File: src/design/i2c_master_byte_engine_defines.svh
// Assertion macros for the I2C master byte engine.
// Included by files that carry concurrent assertions; no other dependencies.
`ifndef I2C_MASTER_BYTE_ENGINE_DEFINES_SVH
`define I2C_MASTER_BYTE_ENGINE_DEFINES_SVH

// Check that cons holds in the same cycle as ante.
`define MBE_ASSERT_SAME(label, clk, rst_n, ante, cons) \
    label: assert property (@(posedge clk) disable iff (!rst_n) (ante) |-> (cons)) \
        else $error("i2c master byte engine: same-cycle check failed");

// Check that cons holds in the cycle after ante.
`define MBE_ASSERT_NEXT(label, clk, rst_n, ante, cons) \
    label: assert property (@(posedge clk) disable iff (!rst_n) (ante) |=> (cons)) \
        else $error("i2c master byte engine: next-cycle check failed");

`endif

File: src/design/i2c_mbe_pkg.sv
// Shared types and constants of the I2C master byte engine.
// No dependencies.
package i2c_mbe_pkg;

    localparam int BYTE_BITS   = 8;
    localparam int BIT_IDX_W   = 4;
    localparam int CFG_W       = 8;
    localparam int CFG_IDX_W   = 1;
    localparam int S_TDATA_W   = 16;
    localparam int S_TUSER_W   = 3;
    localparam int M_TDATA_W   = 16;

    localparam logic [CFG_W-1:0] PHASE_DELAY_RESET = 8'd5;
    localparam logic [CFG_W-1:0] ACK_TIMEOUT_RESET = 8'd250;

    typedef enum logic [1:0] {
        CMD_START = 2'd0,
        CMD_STOP  = 2'd1,
        CMD_WRITE = 2'd2,
        CMD_READ  = 2'd3
    } cmd_t;

    typedef enum logic [CFG_IDX_W-1:0] {
        CFG_PHASE_DELAY = 1'b0,
        CFG_ACK_TIMEOUT = 1'b1
    } cfg_reg_t;

    typedef enum logic [13:0] {
        PH_IDLE     = 14'b00000000000001,
        PH_START_A  = 14'b00000000000010,
        PH_START_B  = 14'b00000000000100,
        PH_STOP_A   = 14'b00000000001000,
        PH_STOP_B   = 14'b00000000010000,
        PH_W_SETUP  = 14'b00000000100000,
        PH_W_HIGH   = 14'b00000001000000,
        PH_W_LOW    = 14'b00000010000000,
        PH_ACK_WAIT = 14'b00000100000000,
        PH_ACK_POLL = 14'b00001000000000,
        PH_R_LOW    = 14'b00010000000000,
        PH_R_HIGH   = 14'b00100000000000,
        PH_RA_LOW   = 14'b01000000000000,
        PH_RA_HIGH  = 14'b10000000000000
    } phase_t;

    typedef struct packed {
        logic                 cmd_valid;
        cmd_t                 command;
        logic [BYTE_BITS-1:0] tx_byte;
        logic                 send_ack;
        logic                 sda_sample;
    } in_item_t;

    typedef struct packed {
        logic                 scl_level;
        logic                 sda_level;
        logic                 ready_res;
        logic                 done_res;
        logic [BYTE_BITS-1:0] rx_byte;
        logic                 ack_failed;
    } result_t;

endpackage

File: src/design/i2c_mbe_in_stage.sv
// Input register of the I2C master byte engine: unpacks and holds one tick.
// Depends on i2c_mbe_pkg.
module i2c_mbe_in_stage
    import i2c_mbe_pkg::*;
(
    input  logic                 aclk,
    input  logic                 aresetn,
    input  logic                 s_tvalid,
    output logic                 s_tready,
    input  logic [S_TDATA_W-1:0] s_tdata,  // tx_byte[7:0], send_ack, sda_sample, zero pad
    input  logic [S_TUSER_W-1:0] s_tuser,  // cmd_valid, command[1:0]
    input  logic                 advance,
    output logic                 item_valid,
    output in_item_t             item
);

    logic     valid_reg;
    logic     valid_next;
    in_item_t item_reg;
    logic     s_accept;

    assign s_tready   = !valid_reg || advance;
    assign s_accept   = s_tvalid && s_tready;
    assign valid_next = s_accept || (valid_reg && !advance);

    always_ff @(posedge aclk) begin
        if (!aresetn) begin
            valid_reg <= 1'b0;
        end else begin
            valid_reg <= valid_next;
        end
    end

    always_ff @(posedge aclk) begin
        if (s_accept) begin
            item_reg.cmd_valid  <= s_tuser[0];
            item_reg.command    <= cmd_t'(s_tuser[2:1]);
            item_reg.tx_byte    <= s_tdata[BYTE_BITS-1:0];
            item_reg.send_ack   <= s_tdata[BYTE_BITS];
            item_reg.sda_sample <= s_tdata[BYTE_BITS+1];
        end
    end

    assign item_valid = valid_reg;
    assign item       = item_reg;

endmodule

File: src/design/i2c_mbe_core.sv
// Bus phase sequencer of the I2C master byte engine: state, config registers
// and the one-tick next-state logic. Depends on i2c_mbe_pkg.
module i2c_mbe_core
    import i2c_mbe_pkg::*;
(
    input  logic                 aclk,
    input  logic                 aresetn,
    input  logic                 cfg_wr_en,
    input  logic [CFG_IDX_W-1:0] cfg_index,
    input  logic [CFG_W-1:0]     cfg_wdata,
    input  logic                 step,
    input  in_item_t             item,
    output result_t              res
);

    logic [CFG_W-1:0]     phase_delay_reg;
    logic [CFG_W-1:0]     ack_timeout_reg;

    phase_t               phase_reg,  phase_next;
    logic [BIT_IDX_W-1:0] bit_reg,    bit_next;
    logic [BYTE_BITS-1:0] shift_reg,  shift_next;
    logic [7:0]           delay_reg,  delay_next;
    logic [7:0]           poll_reg,   poll_next;
    logic                 scl_reg,    scl_next;
    logic                 sda_reg,    sda_next;
    logic                 fail_reg,   fail_next;
    logic                 ack_reg,    ack_next;
    logic [BYTE_BITS-1:0] rx_reg,     rx_next;
    logic                 done;

    logic [7:0]           limit;
    logic [7:0]           delay_inc;
    logic [BIT_IDX_W-1:0] bit_inc;
    logic [BYTE_BITS-1:0] shift_up;

    always_ff @(posedge aclk) begin
        if (!aresetn) begin
            phase_delay_reg <= PHASE_DELAY_RESET;
            ack_timeout_reg <= ACK_TIMEOUT_RESET;
        end else if (cfg_wr_en) begin
            case (cfg_reg_t'(cfg_index))
                CFG_PHASE_DELAY: phase_delay_reg <= cfg_wdata;
                CFG_ACK_TIMEOUT: ack_timeout_reg <= cfg_wdata;
                default: begin
                end
            endcase
        end
    end

    assign limit     = (phase_delay_reg == '0) ? 8'd1 : phase_delay_reg;
    assign delay_inc = delay_reg + 8'd1;
    assign bit_inc   = bit_reg + 1'b1;
    assign shift_up  = {shift_reg[BYTE_BITS-2:0], 1'b0};

    always_comb begin
        phase_next = phase_reg;
        bit_next   = bit_reg;
        shift_next = shift_reg;
        delay_next = delay_reg;
        poll_next  = poll_reg;
        scl_next   = scl_reg;
        sda_next   = sda_reg;
        fail_next  = fail_reg;
        ack_next   = ack_reg;
        rx_next    = rx_reg;
        done       = 1'b0;

        if (phase_reg == PH_IDLE) begin
            if (item.cmd_valid) begin
                delay_next = '0;
                case (item.command)
                    CMD_START: begin
                        scl_next   = 1'b1;
                        sda_next   = 1'b1;
                        phase_next = PH_START_A;
                    end
                    CMD_STOP: begin
                        scl_next   = 1'b0;
                        sda_next   = 1'b0;
                        phase_next = PH_STOP_A;
                    end
                    CMD_WRITE: begin
                        fail_next  = 1'b0;
                        shift_next = item.tx_byte;
                        bit_next   = '0;
                        scl_next   = 1'b0;
                        sda_next   = item.tx_byte[BYTE_BITS-1];
                        phase_next = PH_W_SETUP;
                    end
                    default: begin
                        ack_next   = item.send_ack;
                        shift_next = '0;
                        bit_next   = '0;
                        scl_next   = 1'b0;
                        sda_next   = 1'b1;
                        phase_next = PH_R_LOW;
                    end
                endcase
            end
        end else if (phase_reg == PH_ACK_POLL) begin
            if (!item.sda_sample) begin
                scl_next   = 1'b0;
                fail_next  = 1'b0;
                delay_next = '0;
                phase_next = PH_IDLE;
                done       = 1'b1;
            end else if (poll_reg >= ack_timeout_reg) begin
                fail_next  = 1'b1;
                scl_next   = 1'b0;
                sda_next   = 1'b0;
                delay_next = '0;
                phase_next = PH_STOP_A;
            end else begin
                poll_next = poll_reg + 8'd1;
            end
        end else begin
            delay_next = delay_inc;
            if (delay_inc >= limit) begin
                delay_next = '0;
                case (phase_reg)
                    PH_START_A: begin
                        sda_next   = 1'b0;
                        phase_next = PH_START_B;
                    end
                    PH_START_B: begin
                        scl_next   = 1'b0;
                        phase_next = PH_IDLE;
                        done       = 1'b1;
                    end
                    PH_STOP_A: begin
                        scl_next   = 1'b1;
                        phase_next = PH_STOP_B;
                    end
                    PH_STOP_B: begin
                        sda_next   = 1'b1;
                        phase_next = PH_IDLE;
                        done       = 1'b1;
                    end
                    PH_W_SETUP: begin
                        scl_next   = 1'b1;
                        phase_next = PH_W_HIGH;
                    end
                    PH_W_HIGH: begin
                        scl_next   = 1'b0;
                        phase_next = PH_W_LOW;
                    end
                    PH_W_LOW: begin
                        bit_next = bit_inc;
                        if (bit_inc < BIT_IDX_W'(BYTE_BITS)) begin
                            shift_next = shift_up;
                            sda_next   = shift_up[BYTE_BITS-1];
                            phase_next = PH_W_SETUP;
                        end else begin
                            sda_next   = 1'b1;
                            scl_next   = 1'b1;
                            poll_next  = '0;
                            phase_next = PH_ACK_WAIT;
                        end
                    end
                    PH_ACK_WAIT: begin
                        poll_next  = '0;
                        phase_next = PH_ACK_POLL;
                    end
                    PH_R_LOW: begin
                        scl_next   = 1'b1;
                        shift_next = {shift_reg[BYTE_BITS-2:0], item.sda_sample};
                        phase_next = PH_R_HIGH;
                    end
                    PH_R_HIGH: begin
                        bit_next = bit_inc;
                        scl_next = 1'b0;
                        if (bit_inc < BIT_IDX_W'(BYTE_BITS)) begin
                            phase_next = PH_R_LOW;
                        end else begin
                            rx_next    = shift_reg;
                            sda_next   = !ack_reg;
                            phase_next = PH_RA_LOW;
                        end
                    end
                    PH_RA_LOW: begin
                        scl_next   = 1'b1;
                        phase_next = PH_RA_HIGH;
                    end
                    PH_RA_HIGH: begin
                        scl_next   = 1'b0;
                        phase_next = PH_IDLE;
                        done       = 1'b1;
                    end
                    default: begin
                        phase_next = PH_IDLE;
                    end
                endcase
            end
        end
    end

    always_ff @(posedge aclk) begin
        if (!aresetn) begin
            phase_reg <= PH_IDLE;
            bit_reg   <= '0;
            shift_reg <= '0;
            delay_reg <= '0;
            poll_reg  <= '0;
            scl_reg   <= 1'b1;
            sda_reg   <= 1'b1;
            fail_reg  <= 1'b0;
            ack_reg   <= 1'b0;
            rx_reg    <= '0;
        end else if (step) begin
            phase_reg <= phase_next;
            bit_reg   <= bit_next;
            shift_reg <= shift_next;
            delay_reg <= delay_next;
            poll_reg  <= poll_next;
            scl_reg   <= scl_next;
            sda_reg   <= sda_next;
            fail_reg  <= fail_next;
            ack_reg   <= ack_next;
            rx_reg    <= rx_next;
        end
    end

    assign res.scl_level  = scl_next;
    assign res.sda_level  = sda_next;
    assign res.ready_res  = (phase_next == PH_IDLE);
    assign res.done_res   = done;
    assign res.rx_byte    = rx_next;
    assign res.ack_failed = fail_next;

endmodule

File: src/design/i2c_mbe_out_stage.sv
// Result register of the I2C master byte engine: holds and packs one result.
// Depends on i2c_mbe_pkg.
module i2c_mbe_out_stage
    import i2c_mbe_pkg::*;
(
    input  logic                 aclk,
    input  logic                 aresetn,
    input  logic                 load,
    input  result_t              res,
    output logic                 space,
    output logic                 m_tvalid,
    input  logic                 m_tready,
    output logic [M_TDATA_W-1:0] m_tdata  // scl, sda, ready, done, rx_byte[7:0], ack_failed, pad
);

    logic    valid_reg;
    logic    valid_next;
    result_t res_reg;

    assign space      = !valid_reg || m_tready;
    assign valid_next = load || (valid_reg && !m_tready);

    always_ff @(posedge aclk) begin
        if (!aresetn) begin
            valid_reg <= 1'b0;
        end else begin
            valid_reg <= valid_next;
        end
    end

    always_ff @(posedge aclk) begin
        if (load) begin
            res_reg <= res;
        end
    end

    assign m_tvalid = valid_reg;
    assign m_tdata  = {3'b000, res_reg.ack_failed, res_reg.rx_byte, res_reg.done_res,
                       res_reg.ready_res, res_reg.sda_level, res_reg.scl_level};

endmodule

File: src/design/i2c_master_byte_engine.sv
// I2C master byte engine, top level. One transaction in gives one result out.
// Path from input accept to result valid: input register, then result register.
// Throughput: one transaction per cycle unless a full result register stalls the input (m_tready low).
// Reset: aresetn synchronous active low; idle phase, SCL and SDA released,
// phase delay 5 and ACK timeout 250 ticks, received byte and fail flag cleared.
`include "i2c_master_byte_engine_defines.svh"
module i2c_master_byte_engine
    import i2c_mbe_pkg::*;
(
    input  logic                 aclk,
    input  logic                 aresetn,
    input  logic                 cfg_wr_en,
    input  logic [CFG_IDX_W-1:0] cfg_index,
    input  logic [CFG_W-1:0]     cfg_wdata,
    input  logic                 s_tvalid,
    output logic                 s_tready,
    input  logic [S_TDATA_W-1:0] s_tdata,  // tx_byte[7:0], send_ack, sda_sample, zero pad
    input  logic [S_TUSER_W-1:0] s_tuser,  // cmd_valid, command[1:0]
    output logic                 m_tvalid,
    input  logic                 m_tready,
    output logic [M_TDATA_W-1:0] m_tdata   // scl, sda, ready, done, rx_byte[7:0], ack_failed, pad
);

    logic     item_valid;
    in_item_t item;
    logic     space;
    logic     advance;
    result_t  res;

    assign advance = item_valid && space;

    i2c_mbe_in_stage u_in_stage (
        .aclk       (aclk),
        .aresetn    (aresetn),
        .s_tvalid   (s_tvalid),
        .s_tready   (s_tready),
        .s_tdata    (s_tdata),
        .s_tuser    (s_tuser),
        .advance    (advance),
        .item_valid (item_valid),
        .item       (item)
    );

    i2c_mbe_core u_core (
        .aclk      (aclk),
        .aresetn   (aresetn),
        .cfg_wr_en (cfg_wr_en),
        .cfg_index (cfg_index),
        .cfg_wdata (cfg_wdata),
        .step      (advance),
        .item      (item),
        .res       (res)
    );

    i2c_mbe_out_stage u_out_stage (
        .aclk     (aclk),
        .aresetn  (aresetn),
        .load     (advance),
        .res      (res),
        .space    (space),
        .m_tvalid (m_tvalid),
        .m_tready (m_tready),
        .m_tdata  (m_tdata)
    );

    `MBE_ASSERT_SAME(a_done_implies_ready, aclk, aresetn, res.done_res, res.ready_res)
    `MBE_ASSERT_NEXT(a_advance_fills_out, aclk, aresetn, advance, m_tvalid)
    `MBE_ASSERT_NEXT(a_stalled_item_held, aclk, aresetn, item_valid && !space, item_valid)

endmodule
File: config.mk
export PLATFORM = sky130hd
export DESIGN_NAME = i2c_master_byte_engine
export DESIGN_NICKNAME = d
export VERILOG_FILES = /design/src/design/i2c_mbe_pkg.sv /design/src/design/i2c_mbe_in_stage.sv /design/src/design/i2c_mbe_core.sv /design/src/design/i2c_mbe_out_stage.sv /design/src/design/i2c_master_byte_engine.sv
export VERILOG_INCLUDE_DIRS = /design/src /design/src/design
export SDC_FILE = /design/constraint.sdc
export NUM_CORES = 1
export LEC_CHECK = 0
export ABC_AREA = 1
export BUFFER_PORTS_ARGS = -buffer_cell sky130_fd_sc_hd__buf_4
export CAP_MARGIN = 25
export CORE_ASPECT_RATIO = 0.5
export CORE_MARGIN = 2
export CORE_UTILIZATION = 55
export CTS_CLUSTER_SIZE = 40
export DETAILED_ROUTE_END_ITERATION = 10
export GPL_TIMING_DRIVEN = 0
export PLACE_DENSITY = 0.74
export RECOVER_POWER = 100
export SLEW_MARGIN = 20
export SYNTH_ARGS = -nofsm -noshare
export SYNTH_HDL_FRONTEND = slang
export SYNTH_SLANG_ARGS = --single-unit
export TNS_END_PERCENT = 5
File: constraint.sdc
create_clock -name aclk -period 5.1 [get_ports aclk]
set_input_delay 0 -clock aclk [delete_from_list [all_inputs] [get_ports aclk]]
set_output_delay 0 -clock aclk [all_outputs]
set_load 0.02 [all_outputs]
==> load_flow_metrics.sql, run 1 <==
INSERT INTO impl_metrics (metric_group, metric, value, unit) VALUES
('status', 'run_status', 'completed', ''),
('global_route', 'grt_pass1_wl', '23060', 'µm'),
('synth', 'synth-async-reset-ratio', '0', ''),
('synth', 'synth_adder_area_share', '0.04176', ''),
('synth', 'synth.area.mux_share', '0', ''),
('pwr', 'static-leakage-power', '3.145', 'nW'),
('cells_and_area', 'num_antenna_cells', '0', ''),
('cells_and_area', 'multi_input_area', '2758', 'µm²'),
('synth', 'yosys_register_bits', '98', ''),
('place', 'place.gp.congestion', '0.9657', ''),
('clock_tree', 'clk-insertion-delay-late', '0.35', 'ns'),
('floorplan', 'dieWidth', '147.9', 'µm'),
('min_path', 'worst_min_delay_path_startpoint', 'cfg_wr_en', ''),
('cells_and_area', 'mostFrequentLayoutCells', '159 x nand2_1, 119 x inv_1, 72 x dfxtp_1', ''),
('clock_tree', 'cts_setup_buffers', '0', ''),
('sta', 'finalCriticalPeriod', '3.545', 'ns'),
('sta', 'setup_viol_count_final', '0', ''),
('floorplan', 'fp.dieArea', '11230', 'µm²'),
('pwr', 'pwr_density_cell', '296.9', 'nW/µm²'),
('synth', 'synthXorXnorAreaFrac', '0.02000', ''),
('synth', 'post_synth.cell_area_avg', '7.621', 'µm²'),
('setup_path', 'path_class', 'flip-flop to flip-flop', ''),
('synth', 'synth_compound_gate_area_share', '0.1380', ''),
('synth', 'synthSimpleGateAreaFrac', '0.3013', ''),
('sta', 'timing.slew.headroom', '0.2133', ''),
('clock_tree', 'cts-root-buf', 'clkbuf_16', ''),
('place', 'hpwlAfterDp', '10290', 'µm'),
('global_route', 'grt_usage', '0.2603', ''),
('synth', 'post-synth-top-area-fraction', '0.2532', ''),
('sta', 'timing.final.max_slew_violations', '0', ''),
('floorplan', 'floorplan.initialDensity', '0.5609', ''),
('cells_and_area', 'final_instance_count_excl_fillers', '975', ''),
('synth', 'synth.top_cells.by_area', 'dfxtp_1 25%, edfxtp_1 14%, nand2_1 10%, inv_1 7.8%, a21oi_1 4.5%', ''),
('clock_tree', 'clkSinkCount', '98', ''),
('drt', 'route.detailed.vias_per_inst', '5.278', ''),
('setup_path', 'critical_path_arrival', '3.65', 'ns'),
('global_route', 'antenna_violations_before_repair', '0', ''),
('clock_tree', 'htree_levels', '3', ''),
('place', 'numPortBuffers', '41', ''),
('cells_and_area', 'finalNetCount', '882', ''),
('cells_and_area', 'sequential_cell_area', '2222', 'µm²'),
('cells_and_area', 'final_common_cell', 'nand2_1', ''),
('floorplan', 'die_y', '75.94', 'µm'),
('drt', 'dr_vias', '5146', ''),
('setup_path', 'worstPathMaxFanout', '10', ''),
('run', 'max-cap-violations', '0', ''),
('drt', 'drt-wirelength-per-cell', '14.71', 'µm'),
('place', 'pre_cts_slack', '1.997', 'ns'),
('global_route', 'grt_pass1_vias', '4729', ''),
('setup_path', 'critPathLaunchType', 'flip-flop', ''),
('cells_and_area', 'layout-drive-gt1-share', '0.1054', ''),
('clock_tree', 'clk_pin_slew_worst_paths', '0.07', 'ns'),
('cells_and_area', 'areaGrowthSynthToFinish', '16.57', '%'),
('sta', 'rsz_0062_raised_after_global_routing', 'false', ''),
('cells_and_area', 'fillers', '909', ''),
('sta', 'final.period_utilization', '0.6951', ''),
('synth', 'syn_area', '5693', 'µm²'),
('drt', 'remaining_drc_errors', '0', ''),
('place', 'numPlacedInstances', '930', ''),
('place', 'placed_cell_area', '6183', 'µm²'),
('clock_tree', 'cts_inserted_buffers', '9', ''),
('synth', 'synth-edff-count', '26', ''),
('clock_tree', 'ctsResizeCount', '0', ''),
('global_route', 'grt_start_max_net_pins', '23', ''),
('min_path', 'worst_hold_path_type', 'input port to flip-flop', ''),
('setup_path', 'worstReg2RegStart', 'u_core.delay_reg[0]', ''),
('sta', 'timing.fmax', '282.1', 'MHz'),
('drt', 'drtAntennaViolNets', '0', ''),
('synth', 'synthDominantAreaCellType', 'dfxtp_1', ''),
('drt', 'firstDrtPassIters', '5', ''),
('global_route', 'grt_remaining_overflow', '0', '');
synth_stat cells, drive strengths merged, types with 7 or more instances:
cell type    n
xor2         9
o211ai      19
a22oi        7
o21a         9
buf         12
edfxtp      26
nand3       56
nor3         7
nand4       15
o21ai       36
inv        128
dfxtp       72
nor2        82
nand2      169
a21oi       51
ha          19
clkbuf      10
final timing paths:
path / endpoint / slack [ns] / cells past startpoint
worst max-delay path: u_out_stage.m_tdata[2] / 1.55 / 18
worst min-delay path: u_core.ack_timeout_reg[0] / 0.04 / 4
worst max register to register: u_out_stage.m_tdata[2] / 1.55 / 18
worst min register to register: u_core.ack_reg / 0.46 / 2
cell type report:
class | instances | share of cell area
multi-input cells | 500 | 0.4155
plain buffers | 22 | 0.01697
well taps | 140 | 0.02640
clock buffers | 11 | 0.03978
repair buffers | 70 | 0.08051
flip-flops and latches | 98 | 0.3348
inverters | 129 | 0.07353
clock inverters | 5 | 0.01244
cell families after synthesis:
logic type | Yosys count
adder cells (fa/ha/maj) | 19
AO/OA/AOI/OAI | 128
other | 1
flip-flops | 98
buffers and inverters | 151
XOR/XNOR | 13
AND/OR/NAND/NOR | 337
repair_timing:
item	4_1_cts	5_1_grt
hold buffers	29	0
setup endpoints to repair	0	0
hold endpoints to repair	31	0
metal layers:
layer | part of all wire | up-vias | global-route usage
li1 | - | 2587 | -
met1 | 0.45 | 2354 | 0.3598
met2 | 0.47 | 183 | 0.4237
met3 | 0.065 | 22 | 0.04398
met4 | 0.016 | 0 | 0.07333
met5 | 0 | - | 0
power by group:
group | switching, mW | internal (mW) | leakage [nW]
clock | 0.298 | 0.475 | 0.171
sequential | 0.0236 | 0.839 | 0.836
combinational | 0.220 | 0.116 | 2.14
through the flow:
stage               total power, mW    util  hold WS, ns
detailed placement            1.217  0.6092       0.1793
floorplan                     1.123       -      0.09887
CTS                           2.001  0.6720      0.02876
global route                  2.050  0.6538      0.08684
finish                        1.971  0.6538      0.04470
global placement              1.210  0.6092       0.1780
critical path, stage by stage (launching register included):
cell and delay [ns]:
dfxtp_1 0.40, nand3_1 0.13, nand3b_1 0.22, nand3b_1 0.20, xor2_1 0.17, inv_1 0.08, ha_1 0.30, nand2_1 0.07
nor2_1 0.16, nand2_1 0.20, nand3_1 0.26, clkbuf_1 0.41, nand2_1 0.18, o21ai_0 0.16, inv_1 0.07, nand2_1 0.11
nor2_1 0.06, nand3_1 0.07, nor2_1 0.04
Note: power is estimated with default switching activity, not from simulation.
==> inputs of run 2 (changes only) <==
==> constraint.sdc (replaced) <==
create_clock -name aclk -period 3.44 [get_ports aclk]
set_input_delay 0 -clock aclk [delete_from_list [all_inputs] [get_ports aclk]]
set_output_delay 0 -clock aclk [all_outputs]
set_load 0.02 [all_outputs]
==> load_flow_metrics.sql, run 2 (same netlist as run 1, synthesis figures left out) <==
INSERT INTO impl_metrics (metric_group, metric, value, unit) VALUES
('clock_tree', 'cts_inserted_buffers', '9', ''),
('global_route', 'antenna_violations_before_repair', '0', ''),
('cells_and_area', 'final_instance_count_excl_fillers', '975', ''),
('clock_tree', 'clk-insertion-delay-late', '0.35', 'ns'),
('drt', 'remaining_drc_errors', '0', ''),
('global_route', 'grt_remaining_overflow', '0', ''),
('sta', 'fin_worst_skew', '0.006498', 'ns'),
('place', 'hpwlAfterDp', '10290', 'µm'),
('setup_path', 'critPathRequiredTime', '3.54', 'ns'),
('cells_and_area', 'num_antenna_cells', '0', ''),
('pwr', 'ir_drop', '0.0002172', 'V'),
('status', 'run_status', 'completed', ''),
('floorplan', 'die_y', '75.94', 'µm'),
('setup_path', 'regToRegSetupSlack', '0.27', 'ns'),
('setup_path', 'path_class', 'flip-flop to flip-flop', ''),
('place', 'place.gp.congestion', '0.9657', ''),
('setup_path', 'end_kind', 'flip-flop', ''),
('run', 'max-cap-violations', '0', ''),
('cells_and_area', 'mostFrequentLayoutCells', '158 x nand2_1, 120 x inv_1, 72 x dfxtp_1', ''),
('floorplan', 'number_of_rows_in_the_core_area', '26', ''),
('place', 'numPortBuffers', '41', ''),
('min_path', 'worst_hold_path_type', 'input port to flip-flop', ''),
('sta', 'finalCriticalPeriod', '3.166', 'ns'),
('global_route', 'grt_pass1_wl', '23060', 'µm'),
('drt', 'firstDrtPassIters', '5', ''),
('setup_path', 'worstPathMaxFanout', '10', ''),
('clock_tree', 'clk_pin_slew_worst_paths', '0.07', 'ns'),
('floorplan', 'core_area', '10150', 'µm²'),
('sta', 'timing.slew.headroom', '0.2170', ''),
('floorplan', 'dieWidth', '147.9', 'µm'),
('sta', 'timing.final.max_slew_violations', '0', ''),
('floorplan', 'fp.dieArea', '11230', 'µm²'),
('pwr', 'static-leakage-power', '3.186', 'nW'),
('drt', 'route.detailed.vias_per_inst', '5.267', ''),
('sta', 'timing.fmax', '315.9', 'MHz'),
('global_route', 'grt_usage', '0.2603', ''),
('cells_and_area', 'largest_reg_flops', '14', ''),
('setup_path', 'critical_path_arrival', '3.27', 'ns'),
('clock_tree', 'htree_levels', '3', ''),
('floorplan', 'floorplan.initialDensity', '0.5609', ''),
('floorplan', 'io_pins', '51', ''),
('drt', 'totalWireLength', '14300', 'µm'),
('clock_tree', 'cts-root-buf', 'clkbuf_16', ''),
('sta', 'timing.hold.ws', '0.04625', 'ns'),
('sta', 'hold_viol_final', '0', ''),
('sta', 'setup_viol_count_final', '0', ''),
('drt', 'drt-wirelength-per-cell', '14.66', 'µm'),
('sta', 'tightestPinTransition', '1.174', 'ns'),
('cells_and_area', 'layout-drive-gt1-share', '0.1150', ''),
('pwr', 'pwr_density_cell', '438.2', 'nW/µm²'),
('sta', 'final.period_utilization', '0.9204', ''),
('setup_path', 'critPathLaunchType', 'flip-flop', ''),
('cells_and_area', 'final_common_cell', 'nand2_1', ''),
('sta', 'tns', '0', 'ns'),
('place', 'numPlacedInstances', '930', ''),
('clock_tree', 'clkSinkCount', '98', ''),
('drt', 'drtAntennaViolNets', '0', ''),
('global_route', 'grt_start_max_net_pins', '23', ''),
('cells_and_area', 'finalNetCount', '882', ''),
('clock_tree', 'cts_tree', 'built', ''),
('drt', 'dr_vias', '5135', ''),
('sta', 'rsz_0062_raised_after_global_routing', 'false', ''),
('drt', 'detailedRoute.firstIterationViolations', '355', ''),
('global_route', 'grt_pass1_vias', '4729', ''),
('clock_tree', 'cts_max_path_buffers', '2', ''),
('cells_and_area', 'areaGrowthSynthToFinish', '17.74', '%');
## run 2: cell count changes in the layout (fill, tap and decap cells not counted), moves of 2 or more
cell      change
clkbuf_1      -3
nor2_1        -2
nand3_4       +2
nand3_1       -2
## run 2: routing by layer
metal | vias up | GRT usage | share of wire
li1 | 2588 | - | -
met1 | 2381 | 0.3598 | 0.47
met2 | 148 | 0.4237 | 0.47
met3 | 18 | 0.04398 | 0.054
met4 | 0 | 0.07333 | 0.014
met5 | - | 0 | 0
## run 2: report_power, final
part | switching, mW | internal (mW) | leakage, nW | total [mW]
registers | 0.0351 | 1.24 | 0.836 | 1.28
logic | 0.335 | 0.177 | 2.18 | 0.513
clock network | 0.442 | 0.704 | 0.171 | 1.15
total | 0.813 | 2.12 | 3.19 | 2.94
## run 2: layout make-up
cell class	instances	area [µm²]
Clock buffer	11	264.0
Buffer	22	127.6
Sequential cell	98	2222
Inverter	129	488.0
Tap cell	140	175.2
Fill cell	893	3447
Multi-Input combinational cell	500	2809
Timing Repair Buffer	70	534.3
Clock inverter	5	82.58
## run 2: final timing paths
| check | startpoint | endpoint | cells past startpoint |
|---|---|---|---|
| setup / recovery | u_core.delay_reg[0] | u_out_stage.m_tdata[2] | 18 |
| hold / removal | cfg_wr_en | u_core.ack_timeout_reg[0] | 4 |
| setup reg to reg | u_core.delay_reg[0] | u_out_stage.m_tdata[2] | 18 |
| hold reg to reg | u_core.ack_reg | u_core.ack_reg | 2 |
## run 2: repair_timing
item                                    4_1_cts  5_1_grt
hold buffers                                 29        0
buffers inserted                              0        0
resized for setup                             0        1
endpoints found under the setup margin        0        1
endpoints found under the hold margin        31        0
## run 2: metrics by stage
step	setup WS, ns	util	power (mW)	cell area [µm²]
CTS	0.2555	0.6720	2.966	6820
detailed placement	0.3371	0.6092	1.805	6183
finish	0.2740	0.6604	2.937	6703
global placement	0.3674	0.6092	1.794	6183
global route	0.03405	0.6604	3.054	6703
floorplan	0.7830	-	1.665	5700
## run 2: worst max-delay path, stage by stage (launching register included)
cell and delay (ns):
dfxtp_1 0.40, nand3_1 0.13, nand3b_1 0.22, nand3b_1 0.21
xor2_1 0.17, inv_1 0.09, ha_1 0.30, nand2_1 0.07
nor2_1 0.19, nand2_2 0.17, nand3_4 0.16, clkbuf_4 0.23
nand2_1 0.11, o21ai_0 0.13, inv_1 0.07, nand2_1 0.11
nor2_1 0.06, nand3_1 0.07, nor2_1 0.04
==> inputs of run 3 (changes only) <==
--- a/config.mk
+++ b/config.mk
@@ -7,15 +7,15 @@
 export NUM_CORES = 1
 export LEC_CHECK = 0
 export ABC_AREA = 1
-export BUFFER_PORTS_ARGS = -buffer_cell sky130_fd_sc_hd__buf_4
-export CAP_MARGIN = 25
+export CAP_MARGIN = 20
 export CORE_ASPECT_RATIO = 0.5
 export CORE_MARGIN = 2
 export CORE_UTILIZATION = 55
 export CTS_CLUSTER_SIZE = 40
 export DETAILED_ROUTE_END_ITERATION = 10
+export DONT_BUFFER_PORTS = 1
 export GPL_TIMING_DRIVEN = 0
-export PLACE_DENSITY = 0.74
+export PLACE_DENSITY_LB_ADDON = 0.08
 export RECOVER_POWER = 100
 export SLEW_MARGIN = 20
 export SYNTH_ARGS = -nofsm -noshare
==> load_flow_metrics.sql, run 3 (same netlist as run 1, synthesis figures left out) <==
INSERT INTO impl_metrics (metric_group, metric, value, unit) VALUES
('clock_tree', 'clkSinkCount', '98', ''),
('sta', 'final.period_utilization', '0.9045', ''),
('setup_path', 'worstPathMaxFanout', '6', ''),
('clock_tree', 'cts_max_path_buffers', '2', ''),
('drt', 'dr_vias', '5002', ''),
('setup_path', 'path_class', 'flip-flop to flip-flop', ''),
('pwr', 'ir_drop', '0.0002535', 'V'),
('cells_and_area', 'sequential_cell_area', '2222', 'µm²'),
('drt', 'remaining_drc_errors', '0', ''),
('run', 'max-cap-violations', '0', ''),
('global_route', 'grt_remaining_overflow', '0', ''),
('place', 'hpwlAfterDp', '10150', 'µm'),
('place', 'numPortBuffers', '0', ''),
('cells_and_area', 'final_common_cell', 'nand2_1', ''),
('clock_tree', 'cts-root-buf', 'clkbuf_16', ''),
('min_path', 'worst_min_delay_path_startpoint', 'cfg_index', ''),
('cells_and_area', 'num_antenna_cells', '0', ''),
('clock_tree', 'cts_tree', 'built', ''),
('pwr', 'pwr_density_cell', '442.8', 'nW/µm²'),
('pwr', 'switchingPower', '0.7948', 'mW'),
('floorplan', 'core_area', '10150', 'µm²'),
('drt', 'firstDrtPassIters', '5', ''),
('sta', 'tns', '0', 'ns'),
('global_route', 'grt_pass1_wl', '22950', 'µm'),
('floorplan', 'fp.dieArea', '11230', 'µm²'),
('floorplan', 'io_pins', '51', ''),
('cells_and_area', 'mostFrequentLayoutCells', '156 x nand2_1, 120 x inv_1, 72 x dfxtp_1', ''),
('cells_and_area', 'layout-drive-gt1-share', '0.09034', ''),
('floorplan', 'floorplan.initialDensity', '0.5609', ''),
('sta', 'timing.slew.headroom', '0.07422', ''),
('setup_path', 'regToRegEndpoint', 'u_core.bit_reg[3]', ''),
('sta', 'tightestPinTransition', '1.389', 'ns'),
('sta', 'setup_viol_count_final', '0', ''),
('pwr', 'p_comb_frac', '0.165', ''),
('clock_tree', 'cts_setup_buffers', '0', ''),
('drt', 'totalWireLength', '13840', 'µm'),
('setup_path', 'critPathRequiredTime', '3.64', 'ns'),
('place', 'placed_cell_area', '5876', 'µm²'),
('floorplan', 'die_y', '75.94', 'µm'),
('global_route', 'grt_start_max_net_pins', '23', ''),
('drt', 'route.detailed.vias_per_inst', '5.338', ''),
('clock_tree', 'htree_levels', '3', ''),
('pwr', 'static-leakage-power', '3.041', 'nW'),
('clock_tree', 'clk-insertion-delay-late', '0.34', 'ns'),
('clock_tree', 'clk_pin_slew_worst_paths', '0.07', 'ns'),
('drt', 'drt-wirelength-per-cell', '14.77', 'µm'),
('sta', 'timing.fmax', '321.4', 'MHz'),
('sta', 'fin_worst_skew', '0.006914', 'ns'),
('sta', 'timing.hold.ws', '0.04560', 'ns'),
('setup_path', 'critPathSlowestCell', 'dfxtp_1', ''),
('drt', 'drtAntennaViolNets', '0', ''),
('setup_path', 'regToRegSetupSlack', '0.33', 'ns'),
('setup_path', 'worstReg2RegStart', 'u_core.delay_reg[2]', ''),
('min_path', 'hold-path-endpoint', 'u_core.phase_delay_reg[4]', ''),
('sta', 'timing.final.max_slew_violations', '0', ''),
('sta', 'rsz_0062_raised_after_global_routing', 'false', ''),
('setup_path', 'r2r.worst_path.cells', '15', ''),
('floorplan', 'number_of_rows_in_the_core_area', '26', ''),
('pwr', 'clock_power_share', '0.383', ''),
('setup_path', 'path_common_cell', 'inv_1', ''),
('clock_tree', 'cts_inserted_buffers', '9', ''),
('setup_path', 'critPathLaunchType', 'flip-flop', ''),
('global_route', 'antenna_violations_before_repair', '0', ''),
('sta', 'finalCriticalPeriod', '3.111', 'ns'),
('drt', 'detailedRoute.firstIterationViolations', '294', ''),
('cells_and_area', 'fillers', '914', ''),
('floorplan', 'dieWidth', '147.9', 'µm'),
('cells_and_area', 'areaGrowthSynthToFinish', '13.27', '%'),
('min_path', 'worst_hold_path_type', 'input port to flip-flop', ''),
('global_route', 'grt_pass1_vias', '4678', ''),
('global_route', 'grt_usage', '0.2571', ''),
('setup_path', 'end_kind', 'flip-flop', ''),
('pwr', 'power_switching_share', '0.2783', ''),
('cells_and_area', 'finalNetCount', '844', ''),
('min_path', 'min_delay_path_depth', '4', ''),
('place', 'place.gp.congestion', '0.9556', ''),
('pwr', 'seq_power_share', '0.452', ''),
('cells_and_area', 'multi_input_area', '2790', 'µm²'),
('setup_path', 'critical_path.max_stage_delay', '0.39', 'ns'),
('status', 'run_status', 'completed', ''),
('setup_path', 'cp_cell_sequence', 'nand3_1 -> nand3b_1 -> nand3b_1 -> xor2_1 -> inv_1 -> ha_1 -> a21o_1 -> nor2_4 -> nand3_4 -> nor2_1 -> inv_1 -> nand4_1 -> inv_1 -> nand3_1 -> a21oi_1', ''),
('cells_and_area', 'largest_reg_flops', '14', ''),
('pwr', 'internal_power', '2.061', 'mW'),
('cells_and_area', 'finish.instance_area', '6449', 'µm²'),
('setup_path', 'critical_path_arrival', '3.31', 'ns'),
('sta', 'hold_viol_final', '0', '');
## run 3: changes by cell type in the layout (fill, tap and decap cells not counted), sizes merged
cell	delta
buf	-9
clkbuf	-33
dlygate4sd3	+3
clkinvlp	+1
## run 3: power by group through the flow
stage / registers [mW] / logic (mW) / clock network (mW)
finish: 1.29 / 0.470 / 1.09
global route: 1.30 / 0.526 / 1.15
CTS: 1.29 / 0.483 / 1.11
detailed placement: 1.32 / 0.451 / 0
global placement: 1.32 / 0.445 / 0
floorplan: 1.31 / 0.357 / 0
## run 3: per-layer routing
metal,share of wire,GRT usage
met1,0.47,0.3479
met4,0.015,0.06476
met3,0.064,0.05482
met5,0,0
met2,0.45,0.4223
## run 3: layout make-up
| cell class | count | share of cell area |
|---|---|---|
| Sequential cell | 98 | 0.3446 |
| Buffer | 22 | 0.01940 |
| Tap cell | 140 | 0.02716 |
| Timing Repair Buffer | 32 | 0.04967 |
| Multi-Input combinational cell | 500 | 0.4327 |
| Clock inverter | 6 | 0.01378 |
| Inverter | 129 | 0.07567 |
| Clock buffer | 10 | 0.03706 |
## run 3: per-stage QoR
stage               setup slack [ns]    util  std cells  total power [mW]
finish                        0.3285  0.6354        937             2.856
global route                 0.05074  0.6354        937             2.979
CTS                           0.3138  0.6428        937             2.887
detailed placement            0.3301  0.5789        889             1.768
global placement              0.3570  0.5789        889             1.761
floorplan                     0.7830       -        749             1.665
## run 3: how the worst max path moves through the flow
stage	startpoint	endpoint	slack, ns	cells after the start
floorplan	u_core.delay_reg[2]	u_out_stage.m_tdata[2]	0.78	16
detailed placement	u_core.delay_reg[0]	u_out_stage.m_tdata[2]	0.33	18
global placement	u_core.delay_reg[0]	u_out_stage.m_tdata[2]	0.36	18
CTS	u_core.delay_reg[0]	u_out_stage.m_tdata[2]	0.31	18
finish	u_core.delay_reg[2]	u_core.bit_reg[3]	0.33	15
global route	u_core.delay_reg[2]	u_core.poll_reg[3]	0.05	15
## run 3: timing repair
action,in CTS,in global routing
hold endpoints to repair,40,0
resized for setup,0,0
hold buffers,32,0
## run 3: worst max-delay path: cells and delay by family, from the launching register on
kind,cells,cell delay [ns]
AND/OR/NAND/NOR,8,1.52
flip-flops,1,0.39
buffers and inverters,3,0.32
adder cells (fa/ha/maj),1,0.31
AO/OA/AOI/OAI,2,0.27
XOR/XNOR,1,0.14
